==> src/rtl/wet_ram.sv <==
// Generic simple dual-port RAM: one write port, one read port with registered data.
// No dependencies.
module wet_ram #(
    parameter int WIDTH = 36,
    parameter int DEPTH = 128,
    parameter int ADDR_W = (DEPTH > 1) ? $clog2(DEPTH) : 1
) (
    input  logic              i_clk,
    input  logic              i_we,
    input  logic [ADDR_W-1:0] i_waddr,
    input  logic [WIDTH-1:0]  i_wdata,
    input  logic              i_re,
    input  logic [ADDR_W-1:0] i_raddr,
    output logic [WIDTH-1:0]  o_rdata
);
    logic [WIDTH-1:0] r_mem [DEPTH];
    logic [WIDTH-1:0] r_rdata;

    always_ff @(posedge i_clk) begin
        if (i_we) begin
            r_mem[i_waddr] <= i_wdata;
        end
        if (i_re) begin
            r_rdata <= r_mem[i_raddr];
        end
    end

    assign o_rdata = r_rdata;
endmodule

==> config.mk <==
export PLATFORM = sky130hd
export DESIGN_NAME = wet_ram
export DESIGN_NICKNAME = d
export VERILOG_FILES = /design/src/rtl/wet_ram.sv
export SDC_FILE = /design/constraint.sdc
export NUM_CORES = 2
export LEC_CHECK = 0
export ABC_AREA = 0
export BUFFER_PORTS_ARGS = -buffer_cell sky130_fd_sc_hd__buf_4
export CAP_MARGIN = 10
export CORE_AREA = 8 8 565 567
export DETAILED_ROUTE_END_ITERATION = 10
export DIE_AREA = 0 0 573 575
export MAX_ROUTING_LAYER = met4
export PLACE_DENSITY = 0.75
export SLEW_MARGIN = 0
export SYNTH_ARGS = -nofsm -noshare
export SYNTH_HDL_FRONTEND = slang
export SYNTH_MEMORY_MAX_BITS = 65536
export SYNTH_SLANG_ARGS = --single-unit
==> constraint.sdc <==
create_clock -name i_clk -period 4.3 [get_ports i_clk]
set_input_delay 0.86 -clock i_clk [delete_from_list [all_inputs] [get_ports i_clk]]
set_output_delay 0.86 -clock i_clk [all_outputs]
set_load 0.005 [all_outputs]
======== Yosys cells after proc, flatten, opt, wreduce, memory -nomap -nowiden ========
Memories as Yosys holds them, arrays and structs flattened. A register that Yosys moved wholly into a read port is not among the register bits.
Cells that the tools add are included.
storage, ports and cells
  input bits .............................. 53
  RAM bits ................................ 4608
  memories kept ........................... 1
  register bits after elaboration ......... 0
  bits in latches ......................... 0
  memory bits (read-only) ................. 0
memory list
  memory  depth  width  read ports  clocked after Yosys merged registers in  write ports  line  source
  r_mem   128    36     1           1                                        1            16    logic [WIDTH-1:0] r_mem [DEPTH];
cells by class
  shift-type cells ........................ 0
  $lt $le $gt $ge ......................... 0
  multiplexer cells ....................... 2
  reduce and logical (&&, ||, !) cells .... 0
  divide/modulo/power cells ............... 0
  multiply operators ...................... 0
  add/sub/neg operators ................... 0
  equality and inequality tests ........... 0
  bitwise gates (word level) .............. 0
operator list
  cell     count
  $mux W1  2

======== Logic depth before layout (Yosys ltp) ========
  depth in word-level cells ............... 2
  mapped depth ............................ 8
  mapped depth without buffers ............ 4

======== Worst setup path before layout ========
Ideal clock, no wire load.
  kind .................................... in2reg
  start point ............................. input port i_we
  end point ............................... memory r_mem[98][0] (enable)
  setup time .............................. 474 ps
  arrival ................................. 3906 ps
  path buffers ............................ 1
  stages .................................. 3
  required time ........................... 3826 ps
  path slack .............................. -80 ps
  cells stage by stage .................... clkbuf_1 > nand4_1 > nor3_1
on the way
  word-level cells in the longest chain between the ends .. 2
RTL lines
  what                           line  source
  start, declared                9     input logic i_we,
  $mux W1                        20    if (i_we) begin
  $mux W1 (not written as such)  21    r_mem[i_waddr] <= i_wdata;
  end, declared                  16
No other way between the ends.

==> run metrics <==
worst-skew pair later-pin latency approximately 0.97 ns; post-synthesis register bit count about 4600; R2R setup slack ~1.4 ns; CP Max Fanout 27; Initial DRC Count 14900; Die Span X 573 um; worst r2r path cells 4; die area around 330000 um^2; GR Overflow Total 0; hpwl dp 254000 um; via count 84800; Post-CTS Setup Inserts 0; Synth area leader edfxtp_1; most frequent cells in the layout edfxtp_1 (4644), mux4_2 (1512), clkbuf_16 (441); Avg WL per Cell 41.9 um; RSZ-0062 raised after global routing no; routed wire length between 400000 and 500000 um; Unique masters post-synth 15; Slew Limit Headroom ~7%; Clock Sinks around 4600; Reg2Reg Launch Point r_mem[119][22]; pin count of the biggest net entering global routing 110; global-route wire length before repair between 600000 and 700000 um; Hold-fix buffers, CTS 0; Syn Inst Count 6715; crit path time final 3.42 ns; worst slew pin tran approximately 1.4 ns; vias in the first global route about 85000; IO buf count 88; drt drc 0; CTS tree yes; leak pwr a little over 60 nW; status completed; PwrDens roughly 470 nW/um^2; clk_skew approximately 0.067 ns; area share of the largest cell type after synthesis between 70% and 80%; yosys warns 0; critical path class primary input to flop; Syn Area/Cell around 26 um^2; post-CTS resize count 0; Max Transition Viols Final 0; Max VDD drop approximately 0.42 mV; max-cap viol count 0; Min-Delay Path Class primary input to flop; TritonRoute pass-1 iters 5; Initial Utilization about 57%; Via density 7.15; Die Ht 575 um; Synth Cell Area 176000 um^2; initial antenna violation count between 70 and 80; Critical Path RT between 4 and 5 ns; Final setup violation count 0; Antenna Nets Post-Route 0; sequential share of the synthesized area about four fifths; Crit. End Element flop; worst hold start i_wdata[15]; most common cell after layout, fill and taps aside edfxtp_1; share of cells above drive strength 1 roughly 36%; core area a little over 300000 um^2; number of fill cells about 18000; Fin Setup TNS 0 ns; io pins between 80 and 90; Worst Setup EP o_rdata[22]; Clock Tree Root clkbuf_16; GRT Util Overall ~30%; critical path launch point type primary input; num rows roughly 200; Worst-path clk slew around 0.070 ns; Final Hold Viols 0; critical path arrival around 4.1 ns; Num CTS Buffers 436; Net Count, Synth 6768; period utilization between 70% and 80%; Synth area leaders edfxtp_1 (79%), mux4_2 (19%), clkbuf_1 (0.44%); maximum clock path buffer count 4; final net count about 7300; hold slack 0.424 ns; fmax between 200 and 300 MHz; Layout area overhead 14.1%; R2R Path End o_rdata[22]; gpl congestion between 0.8 and 0.9; Critical Path Source i_raddr[0]; H-tree Lvls 5
## registers in the layout, indices dropped and copies added (netlist names)
| register | flops |
|---|---|
| r_mem | 4608 |
| o_rdata | 36 |
## cell families after synthesis
group | share of synthesized area (%)
AND/OR/NAND/NOR | 0.396
flip-flops | 79.2
multiplexers | 19.6
buffers and inverters | 0.816
## report_power, final
part / switching (W) / internal, W / total [W]
clock: 0.0170 / 0.0215 / 0.0384
combinational: 0.00312 / 0.00197 / 0.00509
sequential: 0.000188 / 0.0500 / 0.0502
## metal layers
metal	routed length, um	global-route usage, %	up-vias
met5	0	-	-
met4	25300	13.7	0
met3	66800	7.76	1072
met2	241000	47.6	7761
met1	164000	39.0	45100
li1	-	-	30800
## per-stage QoR
stage	cell area [um^2]	setup slack, ns	cells	total power (W)	utilization (%)
4_1_cts	201000	0.947	11800	0.0938	64.7
3_3_place_gp	187000	0.0301	11000	0.0559	60.2
2_1_floorplan	176000	-0.0797	6715	0.0535	-
3_5_place_dp	187000	-0.0295	11000	0.0561	60.2
6_report	201000	0.875	11900	0.0937	64.7
5_1_grt	201000	0.897	11800	0.0956	64.7
## cell usage after synthesis, drive strengths merged
cell type  count
edfxtp      4644
nand3         12
nor2         122
nand2b         2
nand2         14
mux4        1512
buf          147
mux2          36
or3            1
nand4          3
clkbuf       206
nor3           9
nor2b          7
## how the worst min path moves through the flow
| stage | to | slack, ns | cells after the start |
|---|---|---|---|
| after floorplan | r_mem[0][0] | 0.96 | 0 |
| after global placement | o_rdata[13] | 1.19 | 4 |
| after detailed placement | o_rdata[0] | 1.20 | 4 |
| after CTS | r_mem[107][15] | 0.38 | 1 |
| after global routing | r_mem[107][15] | 0.41 | 1 |
| final | r_mem[107][15] | 0.42 | 1 |
## critical path, cell delays in order
cell,delay (ns)
buf_16,0.19
buf_12,0.22
buf_12,0.25
buf_12,0.18
mux4_2,0.54
mux4_2,0.64
mux4_2,0.70
mux2_2,0.38
## final cells by class
class / instances / area, um^2 / share of cell area [%]
sequential: 4644 / 139000 / 69.4
multi-input combinational: 1718 / 36100 / 18.0
clock buffer: 517 / 11300 / 5.64
timing repair buffer: 490 / 5930 / 2.95
tap: 4140 / 5180 / 2.58
clock inverter: 283 / 2680 / 1.33
antenna: 64 / 160 / 0.0797
No activity file was read; power rests on OpenSTA's default activity.
