### src/rtl/wet_pkg.sv
// Shared constants, types and the control store for the weighted edge table.
// Used by the channel interfaces, the sequencer and the top level; no dependencies.
package wet_pkg;

    // Graph geometry.
    localparam int MAX_VERTICES = 16;
    localparam int MAX_EDGES    = 8;
    localparam int SLOT_TOTAL   = MAX_VERTICES * MAX_EDGES;
    localparam int SLOT_W       = (SLOT_TOTAL > 1) ? $clog2(SLOT_TOTAL) : 1;
    localparam int EDGE_W       = (MAX_EDGES > 1) ? $clog2(MAX_EDGES) : 1;

    // Field widths of the request and response items.
    localparam int ACTION_W = 3;
    localparam int VTX_W    = 4;
    localparam int WEIGHT_W = 32;
    localparam int STATUS_W = 3;
    localparam int CNT_W    = 5;

    localparam logic [EDGE_W-1:0] EDGE_LAST = EDGE_W'(MAX_EDGES - 1);

    typedef enum logic [ACTION_W-1:0] {
        ACT_ADD_VERTEX   = 3'd0,
        ACT_ADD_EDGE     = 3'd1,
        ACT_REMOVE_EDGE  = 3'd2,
        ACT_LOOKUP_EDGE  = 3'd3,
        ACT_CHECK_VERTEX = 3'd4,
        ACT_READ_COUNT   = 3'd5
    } t_action;

    typedef enum logic [STATUS_W-1:0] {
        ST_OK         = 3'd0,
        ST_BAD_SOURCE = 3'd1,
        ST_SLOTS_FULL = 3'd2,
        ST_ABSENT     = 3'd3,
        ST_GRAPH_FULL = 3'd4
    } t_status;

    // Program steps of the sequencer. MISS must directly follow SCAN.
    typedef enum logic [2:0] {
        STEP_IDLE       = 3'd0,
        STEP_DISPATCH   = 3'd1,
        STEP_SCAN       = 3'd2,
        STEP_MISS       = 3'd3,
        STEP_HIT        = 3'd4,
        STEP_ADD_VERTEX = 3'd5,
        STEP_DONE       = 3'd6
    } t_step;

    typedef enum logic [2:0] {
        COND_ALWAYS   = 3'd0,
        COND_IN       = 3'd1,
        COND_OUT      = 3'd2,
        COND_DISPATCH = 3'd3,
        COND_SCAN     = 3'd4
    } t_cond;

    typedef enum logic [2:0] {
        OP_NONE       = 3'd0,
        OP_LATCH      = 3'd1,
        OP_CLASSIFY   = 3'd2,
        OP_SCAN       = 3'd3,
        OP_MISS       = 3'd4,
        OP_HIT        = 3'd5,
        OP_ADD_VERTEX = 3'd6,
        OP_EMIT       = 3'd7
    } t_op;

    // One control word: datapath operation, jump condition, jump target.
    typedef struct packed {
        t_op   op;
        t_cond cond;
        t_step target;
    } t_uword;

    // Status flags from the datapath that steer the sequencer.
    typedef struct packed {
        logic in_fire;
        logic out_free;
        logic go_scan;
        logic go_add;
        logic scan_hit;
        logic scan_done;
    } t_seq_flags;

    // One entry of the slot memory.
    typedef struct packed {
        logic [VTX_W-1:0]           dest;
        logic signed [WEIGHT_W-1:0] weight;
    } t_slot_word;

    localparam int SLOT_WORD_W = $bits(t_slot_word);

    function automatic t_uword ucode_rom(input t_step step);
        t_uword w;
        case (step)
            STEP_IDLE:       w = '{op: OP_LATCH,      cond: COND_IN,       target: STEP_DISPATCH};
            STEP_DISPATCH:   w = '{op: OP_CLASSIFY,   cond: COND_DISPATCH, target: STEP_DONE};
            STEP_SCAN:       w = '{op: OP_SCAN,       cond: COND_SCAN,     target: STEP_HIT};
            STEP_MISS:       w = '{op: OP_MISS,       cond: COND_ALWAYS,   target: STEP_DONE};
            STEP_HIT:        w = '{op: OP_HIT,        cond: COND_ALWAYS,   target: STEP_DONE};
            STEP_ADD_VERTEX: w = '{op: OP_ADD_VERTEX, cond: COND_ALWAYS,   target: STEP_DONE};
            STEP_DONE:       w = '{op: OP_EMIT,       cond: COND_OUT,      target: STEP_IDLE};
            default:         w = '{op: OP_NONE,       cond: COND_ALWAYS,   target: STEP_IDLE};
        endcase
        return w;
    endfunction

    // Slot memory address of edge slot k of vertex v.
    function automatic logic [SLOT_W-1:0] slot_addr(input logic [VTX_W-1:0] v,
                                                   input logic [EDGE_W-1:0] k);
        return SLOT_W'(int'(v) * MAX_EDGES + int'(k));
    endfunction

endpackage

### src/rtl/wet_seq.sv
// Microcode sequencer: step counter, control store lookup and conditional jumps.
// Depends on wet_pkg for the step, condition and control word types.
module wet_seq (
    input  logic                i_clk,
    input  logic                i_rst_n,
    input  wet_pkg::t_seq_flags i_flags,
    output wet_pkg::t_uword     o_uword
);
    import wet_pkg::*;

    t_step  r_step;
    t_step  n_step;
    t_uword uw;

    assign uw = ucode_rom(r_step);

    // Next step.
    always_comb begin
        n_step = r_step;
        case (uw.cond)
            COND_ALWAYS: begin
                n_step = uw.target;
            end
            COND_IN: begin
                if (i_flags.in_fire) n_step = uw.target;
            end
            COND_OUT: begin
                if (i_flags.out_free) n_step = uw.target;
            end
            COND_DISPATCH: begin
                if (i_flags.go_scan) begin
                    n_step = STEP_SCAN;
                end else if (i_flags.go_add) begin
                    n_step = STEP_ADD_VERTEX;
                end else begin
                    n_step = uw.target;
                end
            end
            COND_SCAN: begin
                // A hit wins; a finished scan falls through to the next step.
                if (i_flags.scan_hit) begin
                    n_step = uw.target;
                end else if (i_flags.scan_done) begin
                    n_step = t_step'(r_step + 3'd1);
                end
            end
            default: begin
                n_step = STEP_IDLE;
            end
        endcase
    end

    // Control word output.
    always_comb begin
        o_uword = uw;
    end

    always_ff @(posedge i_clk) begin
        if (!i_rst_n) begin
            r_step <= STEP_IDLE;
        end else begin
            r_step <= n_step;
        end
    end

    // The scan step is only left through a hit or the last slot compare.
    a_scan_exit: assert property (@(posedge i_clk) disable iff (!i_rst_n)
        (r_step == STEP_SCAN && !i_flags.scan_hit && !i_flags.scan_done)
        |=> r_step == STEP_SCAN)
        else $error("scan left without hit or end of slot list");

    // The miss step is reached only from a scan that ran out of slots.
    a_miss_entry: assert property (@(posedge i_clk) disable iff (!i_rst_n)
        (r_step == STEP_MISS) |-> ($past(r_step) == STEP_SCAN && $past(i_flags.scan_done)))
        else $error("miss step entered without a completed scan");

    // The step counter stays put in the done step while the result is blocked.
    a_done_hold: assert property (@(posedge i_clk) disable iff (!i_rst_n)
        (r_step == STEP_DONE && !i_flags.out_free) |=> r_step == STEP_DONE)
        else $error("result step left while the output register was occupied");
endmodule

### config.mk
export PLATFORM = sky130hd
export DESIGN_NAME = wet_seq
export DESIGN_NICKNAME = d
export VERILOG_FILES = /design/src/rtl/wet_pkg.sv /design/src/rtl/wet_seq.sv
export SDC_FILE = /design/constraint.sdc
export NUM_CORES = 1
export LEC_CHECK = 0
export BUFFER_PORTS_ARGS = -buffer_cell sky130_fd_sc_hd__buf_2
export CELL_PAD_IN_SITES_DETAIL_PLACEMENT = 2
export CELL_PAD_IN_SITES_GLOBAL_PLACEMENT = 2
export CORE_MARGIN = 1.5
export CORE_UTILIZATION = 24
export CTS_BUF_LIST = sky130_fd_sc_hd__clkbuf_8 sky130_fd_sc_hd__clkbuf_16
export CTS_CLUSTER_DIAMETER = 80
export DETAILED_ROUTE_END_ITERATION = 8
export GPL_ROUTABILITY_DRIVEN = 0
export PLACE_DENSITY_LB_ADDON = 0.3
export SKIP_CTS_REPAIR_TIMING = 1
export SKIP_LAST_GASP = 1
export SYNTH_ARGS = -nofsm -noshare
export SYNTH_HDL_FRONTEND = slang
export SYNTH_SLANG_ARGS = --single-unit
### constraint.sdc
create_clock -name i_clk -period 1.7 [get_ports i_clk]
set_clock_uncertainty 0.1 [all_clocks]
set_input_delay 0 -clock i_clk [delete_from_list [all_inputs] [get_ports i_clk]]
set_output_delay 0 -clock i_clk [all_outputs]
set_load 0.005 [all_outputs]
# [Word level (Yosys, flattened, before mapping)]
# Cells that the tools add are included.
[op_classes] addsub=1 n_eq_ne=13 n_reduce_logical=3 n_mux=8
[op_table] operator="$pmux W9 S7" n=1
[op_table] operator="$mux W3" n=6
[op_table] operator="$pmux W3 S5" n=1
[op_table] operator="$eq A3 B2 Y1 const B" n=4
[op_table] operator="$eq A3 B3 Y1 const B" n=4
[op_table] operator="$eq A3 B1 Y1 const B" n=2
[op_table] operator="$logic_not A3 Y1" n=2
[op_table] operator="$ne A2 B2 Y1 const B" n=2
[op_table] operator="$add A3 B1 Y3 const B" n=1
[op_table] operator="$ne A3 B3 Y1 const B" n=1
[op_table] operator="$reduce_and A3 Y1" n=1
[totals] input_bits=8 register_bits=3

# [Depth between registers and ports, before layout]
# Gate-level depths: netlist of the first run.
[logic_depth] word_depth=5 ltp_mapped=8

# [Worst setup path before layout of the first run]
# Ideal clock, no wire load.
[synth_path] kind="register to register" from="register r_step[1]" to="register r_step[0]" period_less_slack_ns=1.836 path_slack_ns=-0.136 t_arrival_ns=1.609 n_path_buf=1 path_stages_with_launch=8 required_time_ns=1.473 cell_sequence="dfxtp_1 > buf_4 > inv_2 > ha_1 > nand4bb_4 > o32ai_2 > or2_4 > o31ai_1"
[synth_via] elab_chain_len=5 elab_cells_between_ends=23
[synth_rtl] element="start, declared" line="wet_seq.sv:11" text="t_step r_step;"
[synth_rtl] element="start signal, assigned" line="wet_seq.sv:62" text="r_step <= n_step;"
[synth_rtl] element="$eq A3 B3 Y1, or another cell as far along" line="wet_pkg.sv:95" text="case (step)"
[synth_rtl] element="$pmux W9 S7 (*)" line="wet_pkg.sv:95"
[synth_rtl] element="$eq A3 B3 Y1, or another cell as far along" line="wet_seq.sv:20" text="case (uw.cond)"
[synth_rtl] element="$ne A3 B3 Y1 (no line), or another cell as far along"
[synth_rtl] element="$reduce_and A3 Y1 (no line) / $pmux W3 S5 (equally long branches)"
# Every way passes the cells marked *; elsewhere a longest branch is shown, timed or not. The select of a mux whose other input is x is not followed.
# A chain may end at the register's enable or synchronous reset.

# [Worst setup path in the final report of the first run]
[layout_path] from="register r_step[1]" to="register r_step[2]"
[layout_via] elab_chain_len=5 elab_cells_between_ends=25
[layout_rtl] element="$eq A3 B3 Y1, or another cell as far along" line="wet_pkg.sv:95"
[layout_rtl] element="$pmux W9 S7" line="wet_pkg.sv:95"
[layout_rtl] element="$eq A3 B3 Y1, or another cell as far along" line="wet_seq.sv:20"
[layout_rtl] element="$ne A3 B3 Y1 (no line), or another cell as far along"
[layout_rtl] element="$reduce_and A3 Y1 (no line) / $pmux W3 S5 (equally long branches)"
# Several ways; a longest one is shown, not always the timed one. The select of a mux whose other input is x is not followed.

==> results.cfg, run 1 <==
[final_layout]
final_nets = 102
final_core_util = 0.389
n_antenna_cell = 0
reg_top3 = r_step (3)
area_growth_pct = 50.2
largest_reg_flops = 3
layout-drive-gt1-share = 0.528
regMostFlops = r_step

[place]
numPortBuffers = 16
dp_hpwl_um = 1470
dpl_worst_slack_ps = -40.2

[synthesis]
synth.most_common_cell = nand2_1
syn_avg_cell_area_um2 = 7.97
synth_edf_count = 0
synth_top_area_share = 0.116
async_flop_share = 0
yosysTopAreaCell = dfxtp_1
ys_seq_elements = 3
ys_top_cells_by_area = dfxtp_1, ha_1, nor2b_1, nand4bb_4, buf_6
syn_area_um2 = 518
ys_types = 35
yosysWarnings = 0
syn_inst = 65
syn_nets = 77
yosysSeqAreaShare = 0.116
yosys-top-cells-count = nand2_1, nor2_1, nor2b_1, ha_1
synth-main-ff-cell = dfxtp_1

[detailed_routing]
drtPass1Iterations = 4
drtAntennaViolNets = 0
top_layer = met3
wire_per_inst_um = 16.8
post-route-drc-count = 0
wl_met2_um = 1040
wl_met3_um = 45
drtIter0Drc = 3
wl_um = 1950
viasPerCell = 4.98
met1_length_um = 864
vias = 578

[global_route]
grt_pass1_vias = 599
grt_pass1_wl_um = 3000
grt_max_degree = 12
antenna_found_initial = 0
gr-total-overflow = 0
grt_usage = 0.158

[sta]
slew_headroom = 0.695
fin_ws_ps = 5.67
fmax_mhz = 590
slew_viol_final = 0
period_needed_ps = 1690
tns_ps = 0
fin_hold_ws_ps = -22.5
hold_viol = 1
grt_setup_unrepaired = true
setup_viol = 0
tightest_slew_ps = 458
period_share = 0.997

[power]
p_leak_nw = 0.335
power.density_nw_per_um2 = 1600
vdd_drop_max_v = 0.000523

[floorplan]
initial_core_util = 0.259
die_y_um = 49.5
dieArea_um2 = 2450
die_w_um = 49.5
core_um2 = 2000
row_count = 16
io_pins = 17

[setup_path]
cp.arrival_ps = 1680
end_kind = flop
crit_required_ps = 1680
cp-start-kind = flop
reg2reg_slack_ps = 6
regToRegStartpoint = r_step[1]
crit_type = flop to flop
r2r_end = r_step[2]
critPathMaxFanout = 6
reg2regPathDepth = 6

[min_path]
min_from = i_rst_n
hp-class = primary input to flop
min_to = r_step[2]
hold_depth = 3

[clock_tree]
clk_latency_ps = 220
cts_buffers = 3
cts_tree = built
clk_pin_slew_ps = 40
cts_buffer_depth = 2
cts.sinks = 3
cts-root-buf = clkbuf_8
h-tree-depth = 1

[status]
violations = negative hold slack
run_status = complete, but fails checks

[job]
cap_violations = 0
[layout make-up]
type / count / area, um^2
fillers: 248 / 1220
clock inverters: 1 / 3.75
clock buffers: 3 / 41.3
inverters: 4 / 17.5
multi-input cells: 54 / 477
flip-flops and latches: 3 / 67.6
repair buffers: 24 / 138
well taps: 27 / 33.8
[power breakdown]
part           internal, mW  switching, mW  leakage [nW]
sequential            0.102         0.0513        0.0260
combinational         0.429          0.450         0.282
clock                 0.155         0.0558        0.0269
total                 0.686          0.557         0.335
[worst max-delay path: stages (launching register included)]
cell and delay (ps):
dfxtp_4 390, inv_4 60, ha_4 180, nand4bb_4 240, o32ai_4 330, or2_4 190
o31ai_2 70
[how the worst max path moves through the flow]
stage                         start         to  slack (ps)  cells past startpoint
after floorplan           r_step[0]  r_step[2]          10                      7
after global placement    r_step[0]  r_step[2]          -5                      6
after global routing      r_step[0]  r_step[2]         -80                      7
final                     r_step[1]  r_step[2]           6                      6
after detailed placement  r_step[0]  r_step[2]         -40                      6
after CTS                 r_step[0]  r_step[2]         -90                      6
[through the flow]
step,instances,instance area (um^2),power [mW],hold WS [ps]
global placement,109,653,0.910,176
CTS,113,698,1.15,-27.0
floorplan,65,541,0.654,8.48
finish,116,778,1.24,-22.5
detailed placement,109,653,0.935,184
global route,116,778,1.36,4.98
[cells in the final DEF (no fill, tap or decap), types with 2 or more instances in the layout]
cell	instances
ha_1	2
or2_2	2
o31ai_2	2
buf_4	7
nand2_1	5
nor2b_1	5
o211ai_1	2
o21ai_0	2
ha_4	2
inv_1	2
buf_2	17
inv_2	2
a21oi_1	3
nor2_1	5
clkbuf_8	3
dfxtp_4	2
and2_1	2
[cells by family after synthesis]
group | after synthesis | synth area share
xor+xnor | 1 | 0.0169
compound gates | 21 | 0.316
fa+ha+maj | 4 | 0.0966
flops | 3 | 0.116
simple gates | 28 | 0.357
buf+inv | 8 | 0.0966
[per-layer routing]
metal	vias to the layer above	track usage
li1	283	-
met1	284	0.207
met2	11	0.286
met3	0	0.0121
met4	0	0.0278
met5	-	0
No activity file was read; power rests on OpenSTA's default activity.
==> inputs of run 2 (changes only) <==
--- a/config.mk
+++ b/config.mk
@@ -14,7 +14,7 @@
 export CTS_CLUSTER_DIAMETER = 80
 export DETAILED_ROUTE_END_ITERATION = 8
 export GPL_ROUTABILITY_DRIVEN = 0
-export PLACE_DENSITY_LB_ADDON = 0.3
+export PLACE_DENSITY_LB_ADDON = 0.1
 export SKIP_CTS_REPAIR_TIMING = 1
 export SKIP_LAST_GASP = 1
 export SYNTH_ARGS = -nofsm -noshare
==> results.cfg, run 2 (synthesis results as in run 1) <==
[status]
run_status = complete, but fails checks
violations = negative setup slack

[sta]
fmax_mhz = 577
slew_viol_final = 0
slew_headroom = 0.743
grt_setup_unrepaired = true
hold_viol = 0
period_share = 1.02
period_needed_ps = 1730
tightest_slew_ps = 386
fin_ws_ps = -32.4
setup_viol = 3

[power]
p_leak_nw = 0.367
p_total_mw = 1.38
vdd_drop_max_v = 0.000820
power.density_nw_per_um2 = 1600

[min_path]
min_to = r_step[2]
min_from = i_rst_n
hp-class = primary input to flop
hold_depth = 3

[clock_tree]
clk_pin_slew_ps = 30
cts.sinks = 3
h-tree-depth = 1
cts_buffers = 3
cts_buffer_depth = 2
cts_tree = built
cts-root-buf = clkbuf_8
clk_latency_ps = 220

[floorplan]
io_pins = 17
die_w_um = 49.5
row_count = 16
initial_core_util = 0.259
die_y_um = 49.5
dieArea_um2 = 2450
core_um2 = 2000

[final_layout]
final_core_util = 0.431
mostFrequentLayoutCell = buf_2
n_antenna_cell = 0
area_growth_pct = 66.4
final_nets = 107
layout-drive-gt1-share = 0.606
regMostFlops = r_step
layout_common_cells = buf_2, buf_4, nor2_1, nor2b_1, nand2_1
reg_top3 = r_step (3)
largest_reg_flops = 3

[global_route]
grt_usage = 0.153
gr-total-overflow = 0
grt_pass1_vias = 575
antenna_found_initial = 0
grt_pass1_wl_um = 2850
grt_max_degree = 12

[detailed_routing]
vias = 619
viasPerCell = 5.12
top_layer = met4
wl_um = 2330
drtAntennaViolNets = 0
wire_per_inst_um = 19.2
wl_met3_um = 106
met1_length_um = 1040
drtPass1Iterations = 3
drtIter0Drc = 10
post-route-drc-count = 0
wl_met2_um = 1160

[job]
cap_violations = 0

[setup_path]
reg2reg_slack_ps = -30
end_kind = flop
regToRegStartpoint = r_step[1]
cp-start-kind = flop
crit_type = flop to flop
crit_required_ps = 1720
cp.arrival_ps = 1760
r2r_end = r_step[2]
reg2regPathDepth = 7
critPathMaxFanout = 6

[place]
dp_hpwl_um = 1300
numPortBuffers = 16
run 2: worst max-delay path by stage:
stage | start | end | slack (ps) | depth (start not counted)
finish | r_step[1] | r_step[2] | -30 | 7
global route | r_step[1] | r_step[0] | -120 | 7
CTS | r_step[0] | r_step[2] | -90 | 6
detailed placement | r_step[0] | r_step[2] | -60 | 6
global placement | r_step[0] | r_step[2] | -50 | 6
floorplan | r_step[0] | r_step[2] | 10 | 7
run 2: power by group:
part	leakage [nW]	switching, mW	internal, mW
combinational	0.314	0.514	0.487
clock	0.0269	0.0475	0.154
sequential	0.0264	0.0761	0.105
total	0.367	0.638	0.746
run 2: metrics by stage:
| stage | setup TNS (ps) | instance area (um^2) | cells | setup slack, ps | hold WS [ps] |
|---|---|---|---|---|---|
| global route | -312 | 862 | 121 | -120 | 34.0 |
| CTS | -173 | 706 | 114 | -88.8 | -14.6 |
| floorplan | 0 | 541 | 65 | 14.3 | 8.48 |
| finish | -69.3 | 862 | 121 | -32.4 | 15.4 |
| global placement | -52.1 | 661 | 110 | -52.1 | 181 |
| detailed placement | -79.7 | 661 | 110 | -58.5 | 211 |
run 2: cell type report:
cell class              count  area [um^2]
clock buffers               3         41.3
clock inverters             1         3.75
fillers                   229         1140
inverters                   4         17.5
multi-input cells          54          515
flip-flops and latches      3         68.8
well taps                  27         33.8
repair buffers             29          181
run 2: worst max-delay path, cell delays in order (launching register included):
cell and delay, ps:
dfxtp_4 390, inv_4 60, ha_4 180, buf_4 130
nand2_1 80, a2bb2oi_1 230, o221ai_2 210, o31ai_4 260
run 2: layer usage:
layer  global-route usage  up-vias
li1                     -      293
met1                0.216      306
met2                0.241       18
met3               0.0394        2
met4               0.0139        0
met5                    0        -
==> inputs of run 3 (changes only) <==
--- a/config.mk
+++ b/config.mk
@@ -10,7 +10,7 @@
 export CELL_PAD_IN_SITES_GLOBAL_PLACEMENT = 2
 export CORE_MARGIN = 1.5
 export CORE_UTILIZATION = 24
-export CTS_BUF_LIST = sky130_fd_sc_hd__clkbuf_8 sky130_fd_sc_hd__clkbuf_16
+export CTS_BUF_LIST = sky130_fd_sc_hd__clkbuf_4 sky130_fd_sc_hd__clkbuf_8 sky130_fd_sc_hd__clkbuf_16
 export CTS_CLUSTER_DIAMETER = 80
 export DETAILED_ROUTE_END_ITERATION = 8
 export GPL_ROUTABILITY_DRIVEN = 0
==> constraint.sdc (replaced) <==
create_clock -name i_clk -period 1.7 [get_ports i_clk]
set_clock_uncertainty 0.1 [all_clocks]
set_input_delay 0.085 -clock i_clk [delete_from_list [all_inputs] [get_ports i_clk]]
set_output_delay 0.085 -clock i_clk [all_outputs]
set_load 0.005 [all_outputs]
==> results.cfg, run 3 (synthesis results as in run 1) <==
[floorplan]
io_pins = 17
dieArea_um2 = 2450
die_y_um = 49.5
initial_core_util = 0.259
core_um2 = 2000
die_w_um = 49.5
row_count = 16

[global_route]
grt_usage = 0.154
grt_pass1_wl_um = 2830
grt_max_degree = 12
gr-total-overflow = 0
grt_pass1_vias = 590
antenna_found_initial = 0

[clock_tree]
cts.sinks = 3
h-tree-depth = 1
cts_buffer_depth = 2
cts-root-buf = clkbuf_4
clk_latency_ps = 250
clk_pin_slew_ps = 40
cts_tree = built
cts_buffers = 3

[setup_path]
end_kind = flop
reg2reg_slack_ps = -9
crit_type = flop to flop
cp.arrival_ps = 1760
critPathMaxFanout = 5
cp-start-kind = flop
crit_required_ps = 1750

[final_layout]
largest_reg_flops = 3
design_area_um2 = 806
final_core_util = 0.403
layout-drive-gt1-share = 0.587
n_antenna_cell = 0
final_nets = 105
area_growth_pct = 55.6
reg_top3 = r_step (3)
regMostFlops = r_step
mostFrequentLayoutCell = buf_2
layout_common_cells = buf_2, buf_4, nor2_1, nor2b_1, nand2_1

[sta]
period_needed_ps = 1710
grt_setup_unrepaired = true
slew_viol_final = 0
tns_ps = -15.0
fmax_mhz = 585
hold_viol = 0
setup_viol = 2
slew_headroom = 0.717
tightest_slew_ps = 424
fin_hold_ws_ps = 35.5
period_share = 1.01
fin_ws_ps = -9.40

[power]
power.density_nw_per_um2 = 1510
p_total_mw = 1.21
p_seq_frac = 0.142
p_leak_nw = 0.336
vdd_drop_max_v = 0.000550
switchingPower_uw = 546
swShare = 0.449
pwr-share-comb = 0.729
clock_power_share = 0.129
intPower_uw = 669

[detailed_routing]
drtAntennaViolNets = 0
drtIter0Drc = 2
wire_per_inst_um = 15.9
post-route-drc-count = 0
wl_um = 1890
viasPerCell = 4.87
drtPass1Iterations = 3
vias = 579

[place]
numPortBuffers = 16
placed_area_um2 = 661
dp_hpwl_um = 1300

[job]
cap_violations = 0

[status]
violations = negative setup slack
run_status = complete, but fails checks

[min_path]
hp-class = primary input to flop
[run 3: changes by cell type in the layout (fill, tap and decap cells not counted), moves of 2 or more]
cell	change
o31ai_2	+2
buf_4	-2
clkbuf_4	+4
clkbuf_8	-3
o31ai_4	-2
[run 3: power groups by stage]
stage / Combinational (mW) / Clock (mW) / Sequential [mW]
global route: 0.991 / 0.171 / 0.178
floorplan: 0.529 / 0 / 0.124
finish: 0.886 / 0.157 / 0.172
detailed placement: 0.766 / 0 / 0.155
global placement: 0.764 / 0 / 0.156
CTS: 0.771 / 0.151 / 0.154
[run 3: area by class of cell]
class / instances / area (um^2)
fill: 236 / 1200
multi-input combinational: 54 / 480
timing repair buffer: 27 / 175
sequential: 3 / 68.8
tap: 27 / 33.8
clock buffer: 4 / 30.0
inverter: 4 / 17.5
[run 3: worst paths after layout]
check / start / to / cells past startpoint
worst max-delay path: r_step[0] / r_step[2] / 7
worst min-delay path: i_rst_n / r_step[2] / 3
worst max register to register: r_step[0] / r_step[2] / 7
worst min register to register: r_step[1] / r_step[1] / 2
[run 3: worst max-delay path: stages, from the launching register on]
cell and delay [ps]:
dfxtp_4 370, inv_2 60, ha_4 160, buf_4 150
nand2_2 110, o32ai_4 110, or2_4 280, o31ai_2 270
[run 3: metrics by stage]
step | cells | setup slack (ps)
after detailed placement | 110 | -58.5
after floorplan | 65 | 14.3
after CTS | 114 | -74.0
after global placement | 110 | -52.1
after global routing | 119 | -83.3
final | 119 | -9.40
[run 3: metal layers]
layer  up-vias  global-route usage  wire [um]
li1        292                   -          -
met1       270               0.207        901
met2        14               0.236        908
met3         3              0.0394         61
met4         0              0.0556         19
met5         -                   0          0
